===== src/rtl/ptts_ram.sv =====
// ----------------------------------------------------------------------------
// ptts_ram
// Generic single-port-write, single-read RAM with registered read data.
// ----------------------------------------------------------------------------
`default_nettype none
module ptts_ram #(
  parameter int Width = 8,
  parameter int Depth = 16
) (
  input  wire logic                     clk_i,
  input  wire logic                     we_i,
  input  wire logic [$clog2(Depth)-1:0] waddr_i,
  input  wire logic [Width-1:0]         wdata_i,
  input  wire logic [$clog2(Depth)-1:0] raddr_i,
  output logic      [Width-1:0]         rdata_o
);
  logic [Width-1:0] mem [Depth];
  always_ff @(posedge clk_i) begin
    if (we_i) mem[waddr_i] <= wdata_i;
    rdata_o <= mem[raddr_i];
  end
endmodule
`default_nettype wire


===== config.mk =====
export PLATFORM = sky130hd
export DESIGN_NAME = ptts_ram
export DESIGN_NICKNAME = d
export VERILOG_FILES = /design/src/rtl/ptts_ram.sv
export SDC_FILE = /design/constraint.sdc
export NUM_CORES = 1
export LEC_CHECK = 0
export BUFFER_PORTS_ARGS = -buffer_cell sky130_fd_sc_hd__buf_2
export CORE_UTILIZATION = 33
export DETAILED_ROUTE_END_ITERATION = 10
export MAX_ROUTING_LAYER = met4
export SLEW_MARGIN = 20
export SYNTH_ARGS = -nofsm -noshare
export SYNTH_HDL_FRONTEND = slang
export SYNTH_SLANG_ARGS = --single-unit

===== constraint.sdc =====
create_clock -name clk_i -period 2 [get_ports clk_i]
set_input_delay 0.4 -clock clk_i [delete_from_list [all_inputs] [get_ports clk_i]]
set_output_delay 0.4 -clock clk_i [all_outputs]
set_load 0.005 [all_outputs]

==> run metrics <==
gate count of the mapped netlist=229; Seq cells post-synth=136; DR pass1 iterations=4; multi-input logic area=1060 um^2; worst-path cell with the longest stage delay=mux4_1; clk slew on worst S/H paths=0.05 ns; HP Class=input pin to register; crit path buf inv count=2; register area=4000 um^2; clock skew=0.00596 ns; Die Y=127 um; largest net degree at the start of global routing=33; Fmax=722 MHz; routability cong.=0.788; CP Class=input pin to register; Ports=26; worst hold path startpoint=wdata_i[4]; post-synthesis sequential area ratio=0.778; CTS resizes=0; overall routing resource usage=0.149; final routed DRC violation total=0; Crit path largest cell delay=0.59 ns; commonest non-fill, non-tap cell in the layout=edfxtp_1; Slew Limit Fails=0; Mapped Area=5150 um^2; peak supply drop=0.694 mV; pre-CTS WS=0.192 ns; reg2reg path depth=3; async set or reset register ratio after synthesis=0; Layout area overhead=20.4%; worst path cell trace=buf_2 -> buf_12 -> mux4_1 -> a22oi_1 -> nand2_1; Crit. End Element=register; antenna violations before repair=0; Vias=2,432; fill count=1,339; vias per inst=4.98; first-pass GRT wire length=16,200 um; hold depth=1; DP HPWL=6530 um; PnR worst setup slack=0.614 ns; most frequent cells in the layout=edfxtp_1 (128), buf_2 (25), buf_4 (22); Worst-Margin Slew=0.454 ns; TNS Setup=0 ns; Post-CTS Setup Bufs=0; # diodes=0; final hold vios=0; CTS hold repair buffers=0; RSZ-0062 raised after global routing=false; initial DRC count=204; minimum clock period=1.39 ns; WP data required=2.27 ns; row count=45; Pleak=2.10 nW; Post-synth EDFFs=128; final WL=10,600 um; final period utilization=0.693; final setup vio count=0; Max-slew headroom=0.698; Final Total Pwr=6.47 mW; share of layout cells above drive strength 1=0.317; Final ANT Viol Nets=0; PD cells=1040 nW/um^2; hold path endpoint=mem[6][4]; PortBufs=25; max cap viols=0; Post-Synthesis Mean Instance Area=22.5 um^2; worst reg2reg path startpoint=mem[0][5]; Top delay family on crit path=multiplexers; CTS sink count=136; Initial Util=0.339; NumNets Final=305; Ys Warns=0; grt ovf=0; die area=16,100 um^2; CTS tree=built; clock buffer depth=2; average routed wire per standard cell=21.7 um; ys flop type=edfxtp_1; post-synth cell types=19; CTS Buf Count=17; CTS Root Cell=clkbuf_16; status=complete, no violations; vias in the first global route=2,596; Die X=127 um; CTS H-tree depth=4; critical path peak fanout=22; R2R setup slack=0.67 ns; clk_lat worst skew=0.40 ns; Core Area=15,200 um^2; post-synth net total=247; Worst Path Arrival=1.66 ns; RR Endpoint=rdata_o[5]; critical path startpoint category=input pin
==> cells in the mapped netlist, types with 3 or more instances <==
cell	instances	area, um^2
clkdlybuf4s25_2	3	30.0
edfxtp_1	128	3840
mux4_2	18	405
buf_6	3	33.8
mux4_1	14	368
dfxtp_1	8	160
nor2_1	13	48.8
nor3_1	4	20.0
buf_2	3	15.0
nand2_1	9	33.8
a22oi_1	16	120
==> layout make-up <==
type	count	share of cell area
Clock buffer	23	0.0755
Clock inverter	9	0.0164
Multi-Input combinational cell	83	0.171
Sequential cell	136	0.646
Tap cell	188	0.0380
Timing Repair Buffer	49	0.0533
==> registers in the layout, indices dropped and copies added (netlist names) <==
signal	cells
mem	128
rdata_o	8
==> logic make-up after synthesis <==
logic type | count (synthesis) | synth area share
and+or+nand+nor | 35 | 0.0318
buffers and inverters | 10 | 0.0168
AOI/OAI and AO/OA | 16 | 0.0233
DFF | 136 | 0.778
muxes | 32 | 0.150
==> layer usage <==
layer	up-vias	track usage	wire length (um)
met5	-	-	0
met4	0	0.0588	60
met3	4	0.0380	633
met2	86	0.219	5070
met1	1248	0.198	4820
li1	1094	-	-
==> per-stage QoR <==
step | hold WS, ns | cell area [um^2] | utilization | cells
floorplan | 0.499 | 5150 | - | 229
CTS | 0.359 | 6200 | 0.408 | 488
global route | 0.384 | 6200 | 0.408 | 488
finish | 0.380 | 6200 | 0.408 | 488
detailed placement | 0.667 | 5630 | 0.370 | 456
global placement | 0.659 | 5630 | 0.370 | 456
==> power by group <==
part	leakage, nW	internal (mW)	switching [mW]
Clock	0.271	1.89	1.07
Combinational	0.607	0.132	0.169
Sequential	1.22	3.19	0.0169
==> worst max path at each step <==
stage,startpoint,cells past startpoint,endpoint,slack [ns]
floorplan,waddr_i[2],2,mem[0][0],0.11
global placement,raddr_i[0],5,rdata_o[5],0.20
detailed placement,raddr_i[0],5,rdata_o[5],0.19
CTS,raddr_i[0],5,rdata_o[5],0.62
global route,raddr_i[0],5,rdata_o[5],0.56
finish,raddr_i[0],5,rdata_o[5],0.61
(Power assumes the default switching activity.)
