<file path="config.mk">
export PLATFORM = sky130hd
export DESIGN_NAME = ptts_mod
export DESIGN_NICKNAME = d
export VERILOG_FILES = /design/src/rtl/ptts_pkg.sv /design/src/rtl/ptts_mod.sv
export SDC_FILE = /design/constraint.sdc
export NUM_CORES = 1
export LEC_CHECK = 0
export ABC_AREA = 1
export BUFFER_PORTS_ARGS = -buffer_cell sky130_fd_sc_hd__buf_2
export CAP_MARGIN = 20
export CORE_AREA = 3 3 107 99
export CTS_CLUSTER_DIAMETER = 30
export DETAILED_ROUTE_END_ITERATION = 6
export DIE_AREA = 0 0 110 102
export SLEW_MARGIN = 20
export SYNTH_ARGS = -nofsm -noshare
export SYNTH_HDL_FRONTEND = slang
export SYNTH_SLANG_ARGS = --single-unit
</file>
<file path="constraint.sdc">
create_clock -name clk_i -period 3.3 [get_ports clk_i]
set_input_delay 0.495 -clock clk_i [delete_from_list [all_inputs] [get_ports clk_i]]
set_output_delay 0.495 -clock clk_i [all_outputs]
set_load 0.05 [all_outputs]
</file>
<file path="src/rtl/ptts_pkg.sv">
// ----------------------------------------------------------------------------
// ptts_pkg
// Shared types and constants of the periodic task tick scheduler.
// ----------------------------------------------------------------------------
`default_nettype none
package ptts_pkg;
  localparam int MaxTasks = 16;
  localparam int MaxJobs  = 32;
  localparam int TaskIdxW = $clog2(MaxTasks);
  localparam int JobIdxW  = $clog2(MaxJobs);
  localparam int TaskIdW  = 5;

  localparam logic FuncLoad = 1'b0;
  localparam logic FuncTick = 1'b1;

  localparam logic [1:0] RegPolicy = 2'd0;
  localparam logic [1:0] RegKill   = 2'd1;
  localparam logic [1:0] RegStart  = 2'd2;

  typedef struct packed {
    logic        func;
    logic [15:0] task_start;
    logic [15:0] task_period;
    logic [15:0] task_exec;
  } in_beat_t;

  typedef struct packed {
    logic        ran;
    logic [4:0]  run_task;
    logic [15:0] run_job;
    logic [15:0] run_slice;
    logic [5:0]  misses_now;
    logic [31:0] misses_total;
    logic [31:0] active_ticks;
    logic [31:0] tick_time;
    logic        overflow;
  } out_beat_t;

  // task entry: start, period, exec, job counter
  typedef struct packed {
    logic [15:0] start;
    logic [15:0] period;
    logic [15:0] exec;
    logic [15:0] jcnt;
  } task_ent_t;

  // job entry
  typedef struct packed {
    logic [TaskIdW-1:0] tid;
    logic [15:0] num;
    logic [31:0] dl;
    logic [15:0] rmk;
    logic [15:0] done;
    logic [15:0] need;
  } job_ent_t;

  localparam int TaskEntW = $bits(task_ent_t);
  localparam int JobEntW  = $bits(job_ent_t);
endpackage
`default_nettype wire

</file>
<file path="src/rtl/ptts_mod.sv">
// ----------------------------------------------------------------------------
// ptts_mod
// Iterative remainder unit: checks whether period divides (t - start).
// Restoring division, one quotient bit per cycle.
// ----------------------------------------------------------------------------
`default_nettype none
module ptts_mod
  import ptts_pkg::*;
(
  input  wire logic        clk_i,
  input  wire logic        rst_ni,
  input  wire logic        start_i,
  input  wire logic [31:0] num_i,
  input  wire logic [15:0] den_i,
  output logic             busy_o,
  output logic             zero_o
);
  logic [31:0] n_q;
  logic [16:0] r_q;
  logic [15:0] d_q;
  logic [5:0]  cnt_q;
  logic [16:0] sh;
  always_comb sh = {r_q[15:0], n_q[31]};
  assign busy_o = cnt_q != 6'd0;
  assign zero_o = r_q == 17'd0;
  always_ff @(posedge clk_i or negedge rst_ni) begin
    if (!rst_ni) begin
      cnt_q <= '0;
      r_q   <= '0;
    end else if (start_i) begin
      cnt_q <= 6'd32;
      r_q   <= '0;
    end else if (busy_o) begin
      cnt_q <= cnt_q - 6'd1;
      r_q   <= (sh >= {1'b0, d_q}) ? sh - {1'b0, d_q} : sh;
    end
  end
  always_ff @(posedge clk_i) begin
    if (start_i) begin
      n_q <= num_i;
      d_q <= den_i;
    end else if (busy_o) begin
      n_q <= {n_q[30:0], 1'b0};
    end
  end
endmodule
`default_nettype wire

</file>
==> results_dict.tcl <==
set metrics [dict create \
    grt_overflow_total 0 \
    coreArea_um2 9570 \
    synthCells 537 \
    place_congestion 0.934 \
    via_per_inst 4.75 \
    grt_antenna_before_repair 0 \
    finalHoldViolCount 0 \
    worstMarginPinSlew_ps 728 \
    dp_cells 706 \
    cts_made_buffers 9 \
    nets 660 \
    n_antenna_cell 0 \
    fmax_mhz 416 \
    start_util_pct 44.5 \
    mostFrequentLayoutCells "nand2_1 (213), inv_1 (82), buf_2 (52)" \
    total_power_w 0.00373 \
    worstHoldPathType "primary input to async pin" \
    maxCapViolCount 0 \
    cts_tree "done" \
    route.detailed.drc 0 \
    drive_above_1_share_pct 15.4 \
    first_pass_iters 4 \
    grt_max_degree 42 \
    fill_cells 940 \
    vdd_ir_drop_max_mv 0.332 \
    post-cts-setup-buffers 0 \
    grt_pass1_vias 3383 \
    cts.repair.resized 0 \
    drtIter0Drc 214 \
    syn_nets 606 \
    crit_fanout 41 \
    startpoint_type "flop" \
    yosys.cell_types.count 35 \
    clk_path_buf_depth 2 \
    final_common_cell "nand2_1" \
    rows 34 \
    grt_pass1_wl_mm 16.1 \
    dieArea_um2 11200 \
    cts.sinks 71 \
    post_drt_wl_per_cell_um 12.8 \
    reg2reg_depth 8 \
    avgSynthCellArea_um2 7.93 \
    wl_mm 9.21 \
    die_y_um 102 \
    comb_power_share_pct 48.1 \
    multi_input_area_um2 1850 \
    p_per_area_nw_per_um2 777 \
    clkTransAtPathRegs_ps 80 \
    reg2reg_slack_ps 900 \
    cts-root-buf "clkbuf_8" \
    dp_hpwl_mm 6.95 \
    synth_top_cell_by_area "edfxtp_1" \
    ant_nets 0 \
    cts.htree.levels 3 \
    yosys_warnings 0 \
    cts_hold_buf 0 \
    syn-cell-area_um2 4260 \
    register_area_um2 2020 \
    skew_ps 9.04 \
    ioPinCount 53 \
    relSlewSlack_pct 51.3 \
    rsz0062_at_grt "no" \
    yosysSeqAreaShare_pct 47.4 \
    setup-violations-final 0 \
    clock_latency_ps 340 \
    required_ps 3340 \
    final_max_slew_viol_count 0 \
    via_count 3433 \
    r2r-start "cnt_q[0]" \
    reg2reg_to "n_q[31]" \
    status "complete, no violations" \
    die_width_um 110 \
    crit_arrival_ps 2450 \
    switching_share_pct 43.2 \
    layout.cells.non_filler 722 \
    yosysTopAreaCellShare_pct 33.9 \
    design_area_um2 4800 \
    grt_usage_pct 18.4 \
    end_kind "flop" \
    min_period_ps 2400 \
    tns_ps 0 \
    worstSetupPathType "flop to flop" \
    p_int_w 0.00212 \
    power_switching_w 0.00161 \
    synth-seq-cells 71 \
    p_leak_nw 2.53 \
    p_clk_share_pct 16.5 \
    period_share_pct 72.8 \
    port_buffers 52 \
    dpl_cell_area_um2 4630 \
    pwr-share-seq_pct 35.4 \
    syn_to_final_growth_pct 12.7 \
    synth.area.top_cells "edfxtp_1 (34%), nand2_1 (19%), dfrtp_1 (14%)" \
]
-- flip-flops by register name (all words and copies together) (netlist names) --
signal / flops
n_q: 32
r_q: 17
d_q: 16
cnt_q: 6
-- worst max path at each step --
| stage | startpoint | to | slack, ps | cells past startpoint |
|---|---|---|---|---|
| after global placement | cnt_q[0] | n_q[26] | 950 | 8 |
| after detailed placement | cnt_q[0] | n_q[31] | 870 | 8 |
| final | cnt_q[0] | n_q[31] | 900 | 8 |
| after global routing | cnt_q[0] | r_q[5] | 640 | 9 |
| after CTS | cnt_q[0] | n_q[5] | 860 | 8 |
| after floorplan | cnt_q[0] | n_q[0] | 600 | 7 |
-- cells by family after synthesis --
family | share of synthesized area, %
AND/OR/NAND/NOR | 32.8
adder cells (fa/ha/maj) | 5.47
buffers and inverters | 9.20
XOR/XNOR | 2.06
flip-flops | 47.4
AO/OA/AOI/OAI | 3.09
-- critical path, cell delays in order, from the launching register on --
cell	delay, ps
dfrtp_1	390
inv_1	80
ha_1	160
inv_1	60
nor3_2	160
nand2_1	160
nor2_1	590
clkinv_1	150
buf_4	310
-- cell type report --
cell class	instances	area share (%)
clock buffers	13	3.10
multi-input cells	368	38.5
inverters	86	6.73
clock inverters	3	0.417
repair buffers	55	5.89
flip-flops and latches	71	42.0
well taps	126	3.29
-- power groups by stage --
stage	sequential, W	combinational [W]	clock (W)
after floorplan	0.00129	0.00146	0
after global placement	0.00134	0.00179	0
after detailed placement	0.00134	0.00179	0
after CTS	0.00132	0.00180	0.000634
after global routing	0.00135	0.00208	0.000669
final	0.00132	0.00179	0.000615
-- stage by stage --
step	hold slack (ps)	utilization, %	setup WS [ps]
2_1_floorplan	199	-	599
3_3_place_gp	491	48.4	955
3_5_place_dp	479	48.4	872
4_1_cts	134	50.1	856
5_1_grt	157	50.1	641
6_report	138	50.1	896
-- synth_stat cells --
master    number
a21oi_1        8
a21oi_2        2
and2_1         1
and3_1         1
buf_12         1
buf_2          3
buf_4          1
clkbuf_1       7
clkinv_1       2
dfrtp_1       23
edfxtp_1      48
fa_1           1
ha_1          17
inv_1         82
inv_2          2
nand2_1      213
nand2_2        2
nand2_4        2
nand3_1       47
nand3_2        9
nand3b_1       2
nand4_1        9
nor2_1        19
nor2_2         1
nor2_4         2
nor3_1         5
nor3_2         1
nor4_1         1
o21ai_0       10
o21ai_2        2
o22ai_1        1
or2_0          1
or2_2          1
xnor2_1        6
xor2_1         4
-- per-layer routing --
metal,track usage [%],vias to the layer above,wire (µm)
met3,3.41,13,466
met1,26.1,1535,4500
met4,6.62,0,155
li1,-,1813,-
met5,0,-,0
met2,28.1,72,4080
Note: power is estimated with default switching activity, not from simulation.
